`src/hdl/pod_pkg.sv`:
```
package pod_pkg;

   // default sizes
   localparam int ANGLE_BITS_DEF = 16;
   localparam int POS_BITS_DEF   = 32;

   // action codes
   localparam logic [1:0] ACT_SET   = 2'd0;
   localparam logic [1:0] ACT_DIFF  = 2'd1;
   localparam logic [1:0] ACT_BIKE  = 2'd2;
   localparam logic [1:0] ACT_FIXED = 2'd3;

   // register indexes
   localparam logic [1:0] REG_INV_LENGTH = 2'd0;
   localparam logic [1:0] REG_TIME_STEP  = 2'd1;
   localparam logic [1:0] REG_MAX_TURN   = 2'd2;
   localparam logic [1:0] REG_CRUISE     = 2'd3;

   // register reset values
   localparam logic [23:0] INV_LENGTH_RST = 24'd65536;
   localparam logic [15:0] TIME_STEP_RST  = 16'd655;
   localparam logic [14:0] MAX_TURN_RST   = 15'd4096;
   localparam logic [15:0] CRUISE_RST     = 16'd256;
   localparam int          POS_RST        = 65536;

   // CORDIC datapath
   localparam int XY_W         = 34;
   localparam int CORDIC_ITERS = 30;
   localparam int IT_W         = $clog2(CORDIC_ITERS);
   localparam logic signed [XY_W-1:0] CORDIC_GAIN = XY_W'(652032874);
   localparam logic [31:0] ATAN_TURNS [CORDIC_ITERS] = '{
      32'd536870912, 32'd316933406, 32'd167458907, 32'd85004756, 32'd42667331,
      32'd21354465, 32'd10679838, 32'd5340245, 32'd2670163, 32'd1335087,
      32'd667544, 32'd333772, 32'd166886, 32'd83443, 32'd41722, 32'd20861,
      32'd10430, 32'd5215, 32'd2608, 32'd1304, 32'd652, 32'd326, 32'd163,
      32'd81, 32'd41, 32'd20, 32'd10, 32'd5, 32'd3, 32'd1
   };

   // tangent divider
   localparam int MAG_W     = XY_W - 1;
   localparam int DIV_NUM_W = MAG_W + 16;
   localparam int DIV_CNT_W = $clog2(DIV_NUM_W);
   localparam logic [31:0] TAN_LIMIT = 32'h7FFF_FFFF;

   // 1/(2 pi) in Q0.32
   localparam logic signed [32:0] INV_TWO_PI_Q32 = 33'sd683565276;

endpackage

```
`src/hdl/pod_div.sv`:
```
module pod_div (
   input  logic                            clock,
   input  logic                            reset,
   input  logic                            start,
   input  logic signed [pod_pkg::XY_W-1:0] sin_in,
   input  logic signed [pod_pkg::XY_W-1:0] cos_in,
   output logic                            done,
   output logic signed [31:0]              tan_out
);
   import pod_pkg::*;

   logic [DIV_NUM_W-1:0] num_ff, num_in;
   logic [MAG_W:0]       rem_ff, rem_in;
   logic [MAG_W-1:0]     den_ff, den_in;
   logic [DIV_CNT_W-1:0] cnt_ff, cnt_in;
   logic                 busy_ff, busy_in, done_ff, done_in;
   logic                 sneg_ff, sneg_in, cneg_ff, cneg_in;
   logic [XY_W-1:0]      smag, cmag;
   logic [MAG_W:0]       shifted;
   logic [MAG_W+1:0]     trial;
   logic                 ge;
   logic [31:0]          mag;
   logic                 neg;

   // restoring division of |sin|*2^16 by |cos|, one quotient bit a cycle
   always_comb begin
      num_in  = num_ff;
      rem_in  = rem_ff;
      den_in  = den_ff;
      cnt_in  = cnt_ff;
      busy_in = busy_ff;
      sneg_in = sneg_ff;
      cneg_in = cneg_ff;
      done_in = 1'b0;
      smag    = sin_in[XY_W-1] ? XY_W'(-sin_in) : XY_W'(sin_in);
      cmag    = cos_in[XY_W-1] ? XY_W'(-cos_in) : XY_W'(cos_in);
      shifted = {rem_ff[MAG_W-1:0], num_ff[DIV_NUM_W-1]};
      trial   = {1'b0, shifted} - {2'b00, den_ff};
      ge      = !trial[MAG_W+1];
      if (start) begin
         num_in  = {smag[MAG_W-1:0], 16'b0};
         den_in  = cmag[MAG_W-1:0];
         rem_in  = '0;
         cnt_in  = '0;
         sneg_in = sin_in[XY_W-1];
         cneg_in = cos_in[XY_W-1];
         busy_in = 1'b1;
      end else if (busy_ff) begin
         rem_in = ge ? trial[MAG_W:0] : shifted;
         num_in = {num_ff[DIV_NUM_W-2:0], ge};
         cnt_in = cnt_ff + 1'b1;
         if (cnt_ff == DIV_CNT_W'(DIV_NUM_W - 1)) begin
            busy_in = 1'b0;
            done_in = 1'b1;
         end
      end
   end

   // saturate, then apply the sign (zero cosine takes the sine's sign)
   always_comb begin
      if (den_ff == '0 || num_ff > DIV_NUM_W'(TAN_LIMIT)) begin
         mag = TAN_LIMIT;
      end else begin
         mag = num_ff[31:0];
      end
      neg     = (den_ff == '0) ? sneg_ff : (sneg_ff ^ cneg_ff);
      tan_out = neg ? -$signed(mag) : $signed(mag);
   end

   always_ff @(posedge clock) begin
      if (reset) begin
         busy_ff <= 1'b0;
         done_ff <= 1'b0;
         cnt_ff  <= '0;
      end else begin
         busy_ff <= busy_in;
         done_ff <= done_in;
         cnt_ff  <= cnt_in;
      end
      num_ff  <= num_in;
      rem_ff  <= rem_in;
      den_ff  <= den_in;
      sneg_ff <= sneg_in;
      cneg_ff <= cneg_in;
   end

   assign done = done_ff;

endmodule

```
`config.mk`:
```
export PLATFORM = sky130hd
export DESIGN_NAME = pod_div
export DESIGN_NICKNAME = d
export VERILOG_FILES = /design/src/hdl/pod_pkg.sv /design/src/hdl/pod_div.sv
export SDC_FILE = /design/constraint.sdc
export NUM_CORES = 1
export LEC_CHECK = 0
export BUFFER_PORTS_ARGS = -buffer_cell sky130_fd_sc_hd__buf_4
export CAP_MARGIN = 20
export CORE_UTILIZATION = 35
export CTS_CLUSTER_DIAMETER = 50
export DETAILED_ROUTE_END_ITERATION = 12
export MAX_ROUTING_LAYER = met4
export PLACE_DENSITY = 0.48
export SETUP_SLACK_MARGIN = 0.1
export SLEW_MARGIN = 10
export SYNTH_ARGS = -nofsm -noshare
export SYNTH_HDL_FRONTEND = slang
export SYNTH_SLANG_ARGS = --single-unit
```
`constraint.sdc`:
```
create_clock -name clock -period 13.1 [get_ports clock]
set_clock_uncertainty 0.05 [all_clocks]
set_input_delay 2.62 -clock clock [delete_from_list [all_inputs] [get_ports clock]]
set_output_delay 2.62 -clock clock [all_outputs]
set_load 0.02 [all_outputs]
```
# Yosys cells after proc, flatten, opt, wreduce, memory -nomap -nowiden
# Cells that the tools add are included.
# classes
add_sub_neg	5
order_cmp	1
eq_ne	1
n_mux	12
n_bitwise	2
reduce_logical	6
# op_table
operator	n
2-to-1 mux 33 bit	3
2-to-1 mux 49 bit	2
negation 33 bit	2
2-to-1 mux 32 bit	2
> comparator 49 x 31 -> 1 bit, second input constant	1
subtractor 34 x 33 -> 35 bit	1
zero test 33 bit	1
negation 32 bit	1
adder 6 x 1 -> 6 bit, second input constant	1
equality test 6 bit, second input constant	1
2-to-1 mux 1 bit	5
OR reduction 3 bit	1
nonzero test 2 bit	1
OR reduction 2 bit	1
zero test 1 bit	1
logical OR 1 bit	1
inverter 1 bit	1
XOR 1 bit	1
# word_totals
regBits	125
in_bits	71
output_inout_bits	33

# Logic depth before layout (Yosys ltp)
# Gate-level depths: netlist (run 1).
# logic_depth
word_depth	5
ltp_mapped	18

# Least setup slack after synthesis (run 1)
# OpenSTA, ideal clock, no wires.
# synth_timing
kind	register to output
startpoint	register num_ff[33]
endpoint	output tan_out[26]
t_arrival_ns	4.520
t_required_ns	10.430
slack_ns	5.910
stages_incl_launch_ff	17
cell_sequence	edfxtp_1 or4_1 or3_1 clkbuf_1 clkbuf_1 clkbuf_1 nor2_1 ha_1 or3b_2 or3_4 or2_2 or3_1 clkbuf_1 nor3_2 nor3b_1 o21ai_0 o311ai_0
# synth_between
elab_chain_len	5
# synth_rtl
element	line_no	rtl
start: declaration	pod_div.sv:12	logic [DIV_NUM_W-1:0] num_ff, num_in;
start signal: assignment	pod_div.sv:80	num_ff <= num_in;
> comparator 49 x 31 -> 1 bit *	pod_div.sv:61	if (den_ff == '0 || num_ff > DIV_NUM_W'(TAN_LIMIT)) begin
logical OR 1 bit *	pod_div.sv:61	
2-to-1 mux 32 bit *	pod_div.sv:61	
negation 32 bit	pod_div.sv:67	tan_out = neg ? -$signed(mag) : $signed(mag);
2-to-1 mux 32 bit *	pod_div.sv:67	
end: declaration	pod_div.sv:8	output logic signed [31:0] tan_out
# Mark *: on every way between the ends. The rest lies on a longest branch, timed or not.

# Worst setup path in the final report (run 1)
# layout_timing
startpoint	register num_ff[47]
endpoint	output tan_out[26]
# The elaborated chain is that of the path after synthesis.

==> results of run 1 <==
[kinds of logic (layout without fill, tap and decap cells)]
family / count (synthesis) / count (layout)
muxes: 20 / 20
adders and majority gates: 39 / 39
DFF: 125 / 125
AOI/OAI and AO/OA: 324 / 324
buffers and inverters: 122 / 200
and+or+nand+nor: 414 / 414
xor gates and xnor gates: 97 / 97
[worst max-delay path by stage]
| stage | start | end | slack [ns] |
|---|---|---|---|
| floorplan | num_ff[33] | tan_out[26] | 5.91 |
| global placement | num_ff[47] | tan_out[26] | 5.98 |
| detailed placement | num_ff[47] | tan_out[26] | 5.89 |
| CTS | num_ff[47] | tan_out[26] | 5.41 |
| global route | num_ff[47] | tan_out[26] | 5.00 |
| finish | num_ff[47] | tan_out[26] | 5.41 |
[area by class of cell]
cell class / instances / area, sq um / share of cell area (%)
clock buffers: 17 / 425 / 3.88
multi-input cells: 894 / 5690 / 51.8
repair buffers: 114 / 856 / 7.80
inverters: 54 / 203 / 1.85
flip-flops and latches: 125 / 3190 / 29.0
well taps: 335 / 419 / 3.82
clock inverters: 15 / 196 / 1.79
[power by group]
group | switching, mW | leakage (nW) | internal [mW]
registers | 0.0270 | 1.15 | 0.451
clock network | 0.186 | 0.298 | 0.318
logic | 0.198 | 2.81 | 0.134
total | 0.410 | 4.27 | 0.903
[state kept, by name, summed over array words and instances (netlist names)]
| register | count |
|---|---|
| rem_ff | 33 |
| done | 1 |
| sneg_ff | 1 |
| cneg_ff | 1 |
| cnt_ff | 6 |
| busy_ff | 1 |
| den_ff | 33 |
| num_ff | 49 |
[synthesized netlist by cell type, drive strengths merged, types with 2 or more instances]
cell	number
o21ai	113
nand2	104
nor2	104
edfxtp	68
xnor2	68
clkbuf	62
a21oi	58
dfxtp	57
inv	54
ha	38
nand3	37
nor3	37
xor2	29
or3	27
nor4	26
a211oi	23
o31ai	22
mux2i	20
and3	17
a311oi	16
a21o	13
a31oi	13
o311ai	13
or2	13
or4	12
nand2b	11
nand4	8
o41ai	8
o21a	7
buf	6
nor2b	6
o211ai	6
a2111oi	5
and2	5
a21boi	4
o21bai	4
o311a	3
a211o	2
a41oi	2
nand3b	2
o31a	2
o32ai	2
or3b	2
[layer usage]
layer / GRT usage [%] / routed length (um)
met1: 28.4 / 13200
met5: - / 0
met2: 30.1 / 11500
met4: 3.75 / 200
met3: 3.07 / 1100
[through the flow]
stage,total power [mW],cells,setup WS (ns)
3_3_place_gp,0.819,1522,5.98
4_1_cts,1.33,1554,5.41
2_1_floorplan,0.701,1141,5.91
5_1_grt,1.39,1554,5.00
3_5_place_dp,0.818,1522,5.89
6_report,1.31,1554,5.41
[worst max-delay path, cell delays in order (launching register included)]
cell      delay, ns
edfxtp_1       0.40
nor4_1         0.37
nand4_1        0.19
or3_1          0.34
buf_4          0.27
nor2_1         0.20
ha_1           0.18
or3b_2         0.48
or3_4          0.37
or2_2          0.33
or3_1          0.51
nor3_2         0.27
nor3b_1        0.26
o21ai_0        0.10
o311ai_0       0.11
buf_4          0.21
==> results.md, run 1 <==
* Status: finished, final reports clean
* Worst-path clk slew at 0.06 ns
* Commonest non-fill, non-tap cell in the layout: buf_4
* R2R setup slack at 9.30 ns
* CP Class: reg2out
* Die Span Y at 165 um
* Per-cell routed wire length at 16.7 um
* Tmin final at 7.69 ns
* Initial antenna violation count at 0
* Crit-path max FO at 46
* VDD IR max at 0.0000691 V
* Endpoint, Worst Hold: cnt_ff[5]
* CTS root buf: clkbuf_16
* Least-Margin Pin Slew at 0.999 ns
* Hold Crit Class: reg2reg
* Drt via density at 5.51
* Core Footprint at 0.0261 sq mm
* Asr flop ratio synth at 0%
* # port buffers at 103
* CTS tree: built
* Xor and xnor area share after synthesis at 9.12%
* Clock Latency Late Sink at 0.43 ns
* Routed vias at 8558
* Critical path arrival at 5.02 ns
* Clk buf depth at 2
* Setup crit start kind: register
* CP required at 10.43 ns
* YS warnings at 0
* Vias in the first global route at 7921
* Synth-to-layout area growth at 17.7%
* Post-synthesis mux area share at 2.15%
* Final core utilization at 42.1%
* Nature of the critical path endpoint: primary output
* Nets at 1316
* Mapped Nets at 1251
* Max-slew violations at 0
* Syn Std Cell Area at 0.00932 sq mm
* Initial DRC Count at 587
* Layout cells sized above 1 at 14.2%
* Rel. slew slack at 33.1%
* Htree depth at 4
* FILL cells at 2639
* Post-CTS Setup Bufs at 0
* DIE WIDTH at 165 um
* Gpl congestion at 0.849
* Hold_buf cts at 0
* Aggregate global-route resource usage at 20.0%
* Total of max-cap violations at 0
* Total Wirelength at 25900 um
* Site Rows at 59
* Setup TNS at 0 ns
* Synth Area in Compound Gates at 22.4%
* Die Area at 0.0273 sq mm
* Avg Cell Area, Syn at 8.17 sq um
* Pin count of the biggest net entering global routing at 73
* Yosys cell types at 66
* Grt ovf at 0
* Seq/Total Area, Yosys at 34.2%
* Largest family of logic cells by synthesized area: compound AO/OA/AOI/OAI gates
* DRC Markers at 0
* ANT cells at 0
* Non-Filler Cell Area, Final at 0.0110 sq mm
* I/O Pins at 104
* DP Wirelength at 18700 um
* First-pass GRT wire length at 41900 um
* Top cells by area, synth: edfxtp_1 22%, dfxtp_1 12%, xnor2_1 6.4%, o21ai_0 6.0%, ha_1 5.1%
* Synth Instances at 1141
* Simple-gate portion of the synthesized area at 21.8%
* Post_cts resized at 0
* Adder-Cell Fraction of Synth Area at 5.32%
* Leak Pwr at 4.27 nW
* Min-Delay Path Depth at 2
* Starting density of the core at 35.8%
* Reg-to-reg endpoint: rem_ff[10]
* Final period util at 58.7%
* Count of final hold-check violations at 0
* EDFF count, synth at 68
* ANT nets after route at 0
* R2R depth at 10
* RR Startpoint: den_ff[27]
* Final hold slack at 0.448 ns
* Worst Hold Launch: cnt_ff[5]
* DP Area at 0.0103 sq mm
* Register bit count reported by yosys at 125
* DRT Pass-1 Iters at 5
* FMAX at 130 MHz
* Total power per unit cell area at 120 mW/mm^2
* CTS buffer count at 17
* # clock sinks at 125
* # setup viols final at 0
* RSZ-0062 raised after global routing: false
* Share of the synthesized area in the top cell type at 21.9%
* Cell taking the most area after synthesis: edfxtp_1
* Most frequent cells in the layout: 114 x buf_4, 111 x o21ai_0, 104 x nor2_1, 104 x nand2_1
* Ys flop type: edfxtp_1
Power figures use the tool's default switching activity.
==> inputs of run 2 (changes only) <==
--- a/config.mk
+++ b/config.mk
@@ -5,13 +5,14 @@
 export SDC_FILE = /design/constraint.sdc
 export NUM_CORES = 1
 export LEC_CHECK = 0
+export ABC_AREA = 1
 export BUFFER_PORTS_ARGS = -buffer_cell sky130_fd_sc_hd__buf_4
 export CAP_MARGIN = 20
 export CORE_UTILIZATION = 35
 export CTS_CLUSTER_DIAMETER = 50
 export DETAILED_ROUTE_END_ITERATION = 12
 export MAX_ROUTING_LAYER = met4
-export PLACE_DENSITY = 0.48
+export PLACE_DENSITY = 0.5
 export SETUP_SLACK_MARGIN = 0.1
 export SLEW_MARGIN = 10
 export SYNTH_ARGS = -nofsm -noshare
==> constraint.sdc (replaced) <==
create_clock -name clock -period 6.4 [get_ports clock]
set_clock_uncertainty 0.05 [all_clocks]
set_input_delay 1.28 -clock clock [delete_from_list [all_inputs] [get_ports clock]]
set_output_delay 1.28 -clock clock [all_outputs]
set_load 0.02 [all_outputs]
==> run 2 against run 1 <==
Effect of this change: register-to-register slack worse by 6.0 ns; final area is 8.7% higher; synthesized area is 10% higher; die area is 10% higher; total power is 80% higher; combinational power is 47% higher; critical path type unchanged.
==> results.md, run 2 <==
* # port buffers at 103
* DRC Markers at 0
* Most common library cells after synthesis: 383 x nand2_1, 215 x inv_1, 213 x nor2_1, 114 x o21ai_0, 84 x a21oi_1
* Asr flop ratio synth at 0%
* Worst path cell trace: nor2_1 -> nand2_1 -> nor2_1 -> nand2_1 -> nor2_1 -> nand2_2 -> nand2_2 -> xor2_4 -> inv_2 -> nand2_1 -> nand2_1 -> o21ai_0 -> nand2_1 -> inv_1 -> buf_4
* Wire length on met3 at 1110 um
* Number of placed cells counting well taps at 2010
* Gpl congestion at 0.907
* Final core utilization at 41.4%
* FILL cells at 3131
* Total Wirelength at 29600 um
* Synth Instances at 1562
* Cell taking the most area after synthesis: edfxtp_1
* Most frequent cell after synthesis: nand2_1
* Pin count of the biggest net entering global routing at 61
* Reg-to-reg endpoint: rem_ff[32]
* Setup crit start kind: register
* Clk buf depth at 2
* I/O Pins at 104
* Count of final hold-check violations at 0
* Top cells by area, synth: edfxtp_1 20%, nand2_1 14%, dfxtp_1 11%, inv_1 7.9%, nor2_1 7.8%
* Non-Filler Cell Area, Final at 0.0119 sq mm
* Endpoint, Worst Hold: rem_ff[24]
* Initial DRC Count at 614
* Post_cts resized at 0
* ANT nets after route at 0
* Max reg flops at 49
* Yosys cell types at 51
* Rel. slew slack at 49.8%
* EDFF count, synth at 68
* Tmin final at 4.92 ns
* Wire length on met2 at 13200 um
* CTS buffer count at 17
* Reg with most FFs: num_ff
* Drt via density at 4.91
* CTS root buf: clkbuf_16
* ANT cells at 0
* Htree depth at 4
* DRT Pass-1 Iters at 5
* Final hold slack at 0.427 ns
* # setup viols final at 0
* FMAX at 203 MHz
* Aggregate global-route resource usage at 20.5%
* # clock sinks at 125
* Share of the synthesized area in the top cell type at 19.9%
* Top layer in use: met4
* DP Area at 0.0113 sq mm
* R2R depth at 15
* Mapped Nets at 1672
* Metal-1 WL at 15100 um
* Critical path's largest stage delay at 0.45 ns
* Per-cell routed wire length at 14.5 um
* Vias in the first global route at 9459
* DIE WIDTH at 173 um
* Routed vias at 10030
* Nature of the critical path endpoint: primary output
* Layout cells sized above 1 at 11.2%
* Max-slew violations at 0
* Initial antenna violation count at 0
* YS warnings at 0
* Critical path arrival at 3.59 ns
* Register bit count reported by yosys at 125
* R2R setup slack at 3.34 ns
* Seq/Total Area, Yosys at 31.0%
* Largest registers: num_ff (49), den_ff (33), rem_ff (33)
* Worst Hold Launch: rem_ff[24]
* Min-Delay Path Depth at 2
* RR Startpoint: num_ff[48]
* Least-Margin Pin Slew at 0.752 ns
* Nets at 1756
* CP Class: reg2out
* First-pass GRT wire length at 48600 um
* Hold Crit Class: reg2reg
* Setup TNS at 0 ns
* Avg Cell Area, Syn at 6.58 sq um
* Grt ovf at 0
* Commonest non-fill, non-tap cell in the layout: nand2_1
* Site Rows at 62
* Total power at 2.36 mW
* Ys flop type: edfxtp_1
* Worst-path clk slew at 0.06 ns
* Total of max-cap violations at 0
* Hold_buf cts at 0
* Crit-path max FO at 35
* Status: finished, final reports clean
* Final period util at 76.9%
* Non-filler cells, final at 2043
* CP dominant cell by count: nand2_1
* VDD IR max at 0.000139 V
* Dpl ws at 1.90 ns
* CP required at 5.07 ns
* Clock Latency Late Sink at 0.42 ns
* DP Wirelength at 22900 um
* Die Span Y at 173 um
* Core Footprint at 0.0288 sq mm
* Worst setup slack after layout at 1.48 ns
* CTS tree: built
* Synth-to-layout area growth at 16.0%
* Starting density of the core at 35.7%
* Die Area at 0.0301 sq mm
* Most frequent cells in the layout: 383 x nand2_1, 215 x inv_1, 212 x nor2_1
* Syn Std Cell Area at 0.0103 sq mm
* Total power per unit cell area at 198 mW/mm^2
* Post-CTS Setup Bufs at 0
* Slowest cell on the critical path: xor2_4
* RSZ-0062 raised after global routing: false
* Leak Pwr at 5.12 nW
[run 2: cell count changes after synthesis, sizes merged, moves of 39 or more]
cell and change:
xnor2 -39, inv +162, nand2 +287, clkbuf -42, nand4 +45, nand3 +44, nor2 +127
[run 2: metal layers]
| metal | GRT usage [%] | vias up |
|---|---|---|
| li1 | - | 5296 |
| met1 | 28.6 | 4522 |
| met2 | 31.7 | 199 |
| met3 | 2.15 | 13 |
| met4 | 4.76 | 0 |
| met5 | - | - |
[run 2: worst max-delay path by stage]
stage,slack [ns],cells after the start,start,end
global route,1.11,13,den_ff[10],tan_out[15]
finish,1.48,15,den_ff[0],tan_out[17]
detailed placement,1.90,13,den_ff[24],tan_out[17]
global placement,1.96,13,den_ff[24],tan_out[17]
CTS,1.44,13,den_ff[24],tan_out[19]
floorplan,2.76,15,num_ff[31],tan_out[12]
[run 2: area by class of cell]
class / instances / area, sq um / share of cell area, %
well taps: 384 / 480 / 4.03
clock buffers: 18 / 429 / 3.60
multi-input cells: 1173 / 6040 / 50.7
clock inverters: 14 / 136 / 1.14
flip-flops and latches: 125 / 3180 / 26.7
inverters: 220 / 826 / 6.92
repair buffers: 109 / 826 / 6.92
[run 2: critical path, delay by kind of cell, from the launching register on]
kind                   cells  cell delay (ns)
XOR/XNOR                   1             0.45
flip-flops                 1             0.42
buffers and inverters      3             0.54
AO/OA/AOI/OAI              1             0.09
AND/OR/NAND/NOR           10             1.67
[run 2: cell families after synthesis]
family | synth area share, %
AO/OA/AOI/OAI | 14.5
flip-flops | 31.0
adder cells (fa/ha/maj) | 4.82
AND/OR/NAND/NOR | 33.9
XOR/XNOR | 5.64
buffers and inverters | 10.3
[run 2: power breakdown]
group | leakage (nW) | total [mW] | switching (mW) | internal (mW)
combinational | 3.71 | 0.488 | 0.314 | 0.174
sequential | 1.15 | 0.933 | 0.0275 | 0.905
clock | 0.262 | 0.943 | 0.400 | 0.543
total | 5.12 | 2.36 | 0.742 | 1.62
==> inputs of run 3 (changes only) <==
==> constraint.sdc (replaced) <==
create_clock -name clock -period 4.4 [get_ports clock]
set_clock_uncertainty 0.05 [all_clocks]
set_input_delay 0.88 -clock clock [delete_from_list [all_inputs] [get_ports clock]]
set_output_delay 0.88 -clock clock [all_outputs]
set_load 0.02 [all_outputs]
==> run 3 against run 2 <==
Effect of this change: critical path depth grew 3; worst hold slack got worse by 0.0072 ns; first-iteration DRC count fell by 14%; register-to-register slack got worse by 2.0 ns; total power rose by 44%; largest power group is now sequential cells; via count up 0.65%.
==> results.md, run 3 (synthesis gave the netlist of run 2 again) <==
* Rel. slew slack at 53.5%
* # port buffers at 103
* Worst-path clk slew at 0.06 ns
* Combinational Power Share at 20.9%
* Total Wirelength at 29500 um
* Pin count of the biggest net entering global routing at 37
* RR Startpoint: den_ff[15]
* Most frequent cells in the layout: 382 x nand2_1, 215 x inv_1, 212 x nor2_1
* VDD IR max at 0.000203 V
* CP Class: reg2out
* CTS tree: built
* Final core utilization at 41.6%
* Nature of the critical path endpoint: primary output
* Initial antenna violation count at 0
* Non-Filler Cell Area, Final at 0.0120 sq mm
* DRT Pass-1 Iters at 5
* Vias in the first global route at 9439
* Site Rows at 62
* CP required at 3.47 ns
* Worst setup slack after layout at 0.443 ns
* Max reg flops at 49
* Hold Crit Class: reg2reg
* Per-cell routed wire length at 14.4 um
* I/O Pins at 104
* Cell Int Power at 2.34 mW
* DRC Markers at 0
* Crit-path max FO at 15
* Switch Pwr at 1.07 mW
* Worst Setup EP: tan_out[28]
* Die Span Y at 173 um
* CTS buffer count at 17
* First-pass GRT wire length at 48300 um
* FMAX at 253 MHz
* Aggregate global-route resource usage at 20.5%
* # clock sinks at 125
* Clk buf depth at 2
* ANT nets after route at 0
* Top delay family on crit path: simple AND/OR/NAND/NOR gates
* Reg power frac at 39.8%
* Layout cells sized above 1 at 11.5%
* Setup crit start kind: register
* Commonest non-fill, non-tap cell in the layout: nand2_1
* Status: finished, final reports clean
* CTS root buf: clkbuf_16
* Critical path's largest stage delay at 0.38 ns
* Worst Path Buf+Inv at 3
* # setup viols final at 0
* Die Area at 0.0301 sq mm
* CP dominant cell by count: nand2_1
* Largest registers: num_ff (49), den_ff (33), rem_ff (33)
* Drt via density at 4.93
* Clock Latency Late Sink at 0.42 ns
* Clock Power Share at 39.3%
* Tmin final at 3.96 ns
* RSZ-0062 raised after global routing: false
* Post-CTS Setup Bufs at 0
* Sw Share at 31.4%
* Worst path cell trace: nor2_1 -> nand2_1 -> nor2_1 -> nand2_2 -> nor2_8 -> nand2_4 -> nor2_2 -> ha_1 -> inv_1 -> nor2_1 -> inv_1 -> nor2_1 -> nand2_1 -> nand2_1 -> nand2_1 -> nand2_1 -> nand2_1 -> buf_4
* Starting density of the core at 35.7%
* Gpl congestion at 0.931
* Initial DRC Count at 529
* FILL cells at 3109
* Grt ovf at 0
* Crit. Startpoint: num_ff[39]
* Count of final hold-check violations at 0
* Critical path arrival at 3.03 ns
* Dpl ws at 0.610 ns
* Routed vias at 10095
* Leak Pwr at 5.17 nW
* Reg-to-reg endpoint: rem_ff[30]
* Setup TNS at 0 ns
* Core Footprint at 0.0288 sq mm
* Total power per unit cell area at 285 mW/mm^2
* Reg with most FFs: num_ff
* R2R depth at 12
* Max-slew violations at 0
* Nets at 1762
* Hold_buf cts at 0
* Slowest cell on the critical path: edfxtp_1
* DP Area at 0.0114 sq mm
* DIE WIDTH at 173 um
* Synth-to-layout area growth at 16.4%
* R2R setup slack at 1.30 ns
* Htree depth at 4
* Total of max-cap violations at 0
* Final period util at 89.9%
* ANT cells at 0
* DP Wirelength at 23300 um
* WP depth at 18
* Least-Margin Pin Slew at 0.690 ns
[run 3: changes by cell type in the layout (fill, tap and decap cells not counted), sizes merged]
cell,delta
inv,+1
clkinvlp,-2
clkinv,+1
bufinv,-1
buf,+6
clkbuf,+1
[run 3: metal layers]
metal  vias to the layer above  part of all wire [%]  global-route usage, %
li1                       5312                     -                      -
met3                        20                   3.7                   2.74
met2                       189                    44                   31.4
met1                      4574                    51                   28.5
met5                         -                     0                      -
met4                         0                   1.1                   4.65
[run 3: through the flow]
| stage | power (mW) | instances | hold slack [ns] |
|---|---|---|---|
| 2_1_floorplan | 1.82 | 1562 | 0.394 |
| 3_3_place_gp | 2.09 | 2017 | 0.414 |
| 3_5_place_dp | 2.09 | 2017 | 0.417 |
| 4_1_cts | 3.45 | 2049 | 0.427 |
| 5_1_grt | 3.58 | 2049 | 0.438 |
| 6_report | 3.41 | 2049 | 0.420 |
[run 3: how the worst min path moves through the flow]
stage / end / from / depth (start not counted) / slack, ns
4_1_cts: rem_ff[26] / rem_ff[26] / 2 / 0.43
2_1_floorplan: rem_ff[25] / rem_ff[25] / 2 / 0.39
3_3_place_gp: rem_ff[1] / rem_ff[1] / 2 / 0.41
6_report: rem_ff[26] / rem_ff[26] / 2 / 0.42
5_1_grt: rem_ff[1] / rem_ff[1] / 2 / 0.44
3_5_place_dp: rem_ff[24] / rem_ff[24] / 2 / 0.42
[run 3: final cells by class]
type                       instances  area (sq um)  area share [%]
sequential                       125          3180            26.6
inverter                         220           828            6.92
tap                              384           480            4.02
multi-input combinational       1173          6050            50.6
clock buffer                      19           454            3.80
clock inverter                    13           104           0.868
timing repair buffer             115           863            7.22
[run 3: what timing repair did]
item                                   CTS  global route
endpoints found under the hold margin    0             0
setup endpoints to repair                0             9
resized for setup                        0             4
[run 3: power by group through the flow]
stage                     registers (mW)  logic, mW  clock network, mW
after floorplan                     1.37      0.452                  0
after global placement              1.38      0.713                  0
after detailed placement            1.38      0.713                  0
after CTS                           1.36      0.715               1.38
after global routing                1.36      0.794               1.42
final                               1.36      0.710               1.34
[run 3: worst register-to-register path: cells and delay by family (launching register included)]
kind / cells / cell delay, ns
AOI/OAI and AO/OA: 6 / 0.96
adders and majority gates: 1 / 0.29
buffers and inverters: 2 / 0.71
DFF: 1 / 0.38
and+or+nand+nor: 3 / 0.61
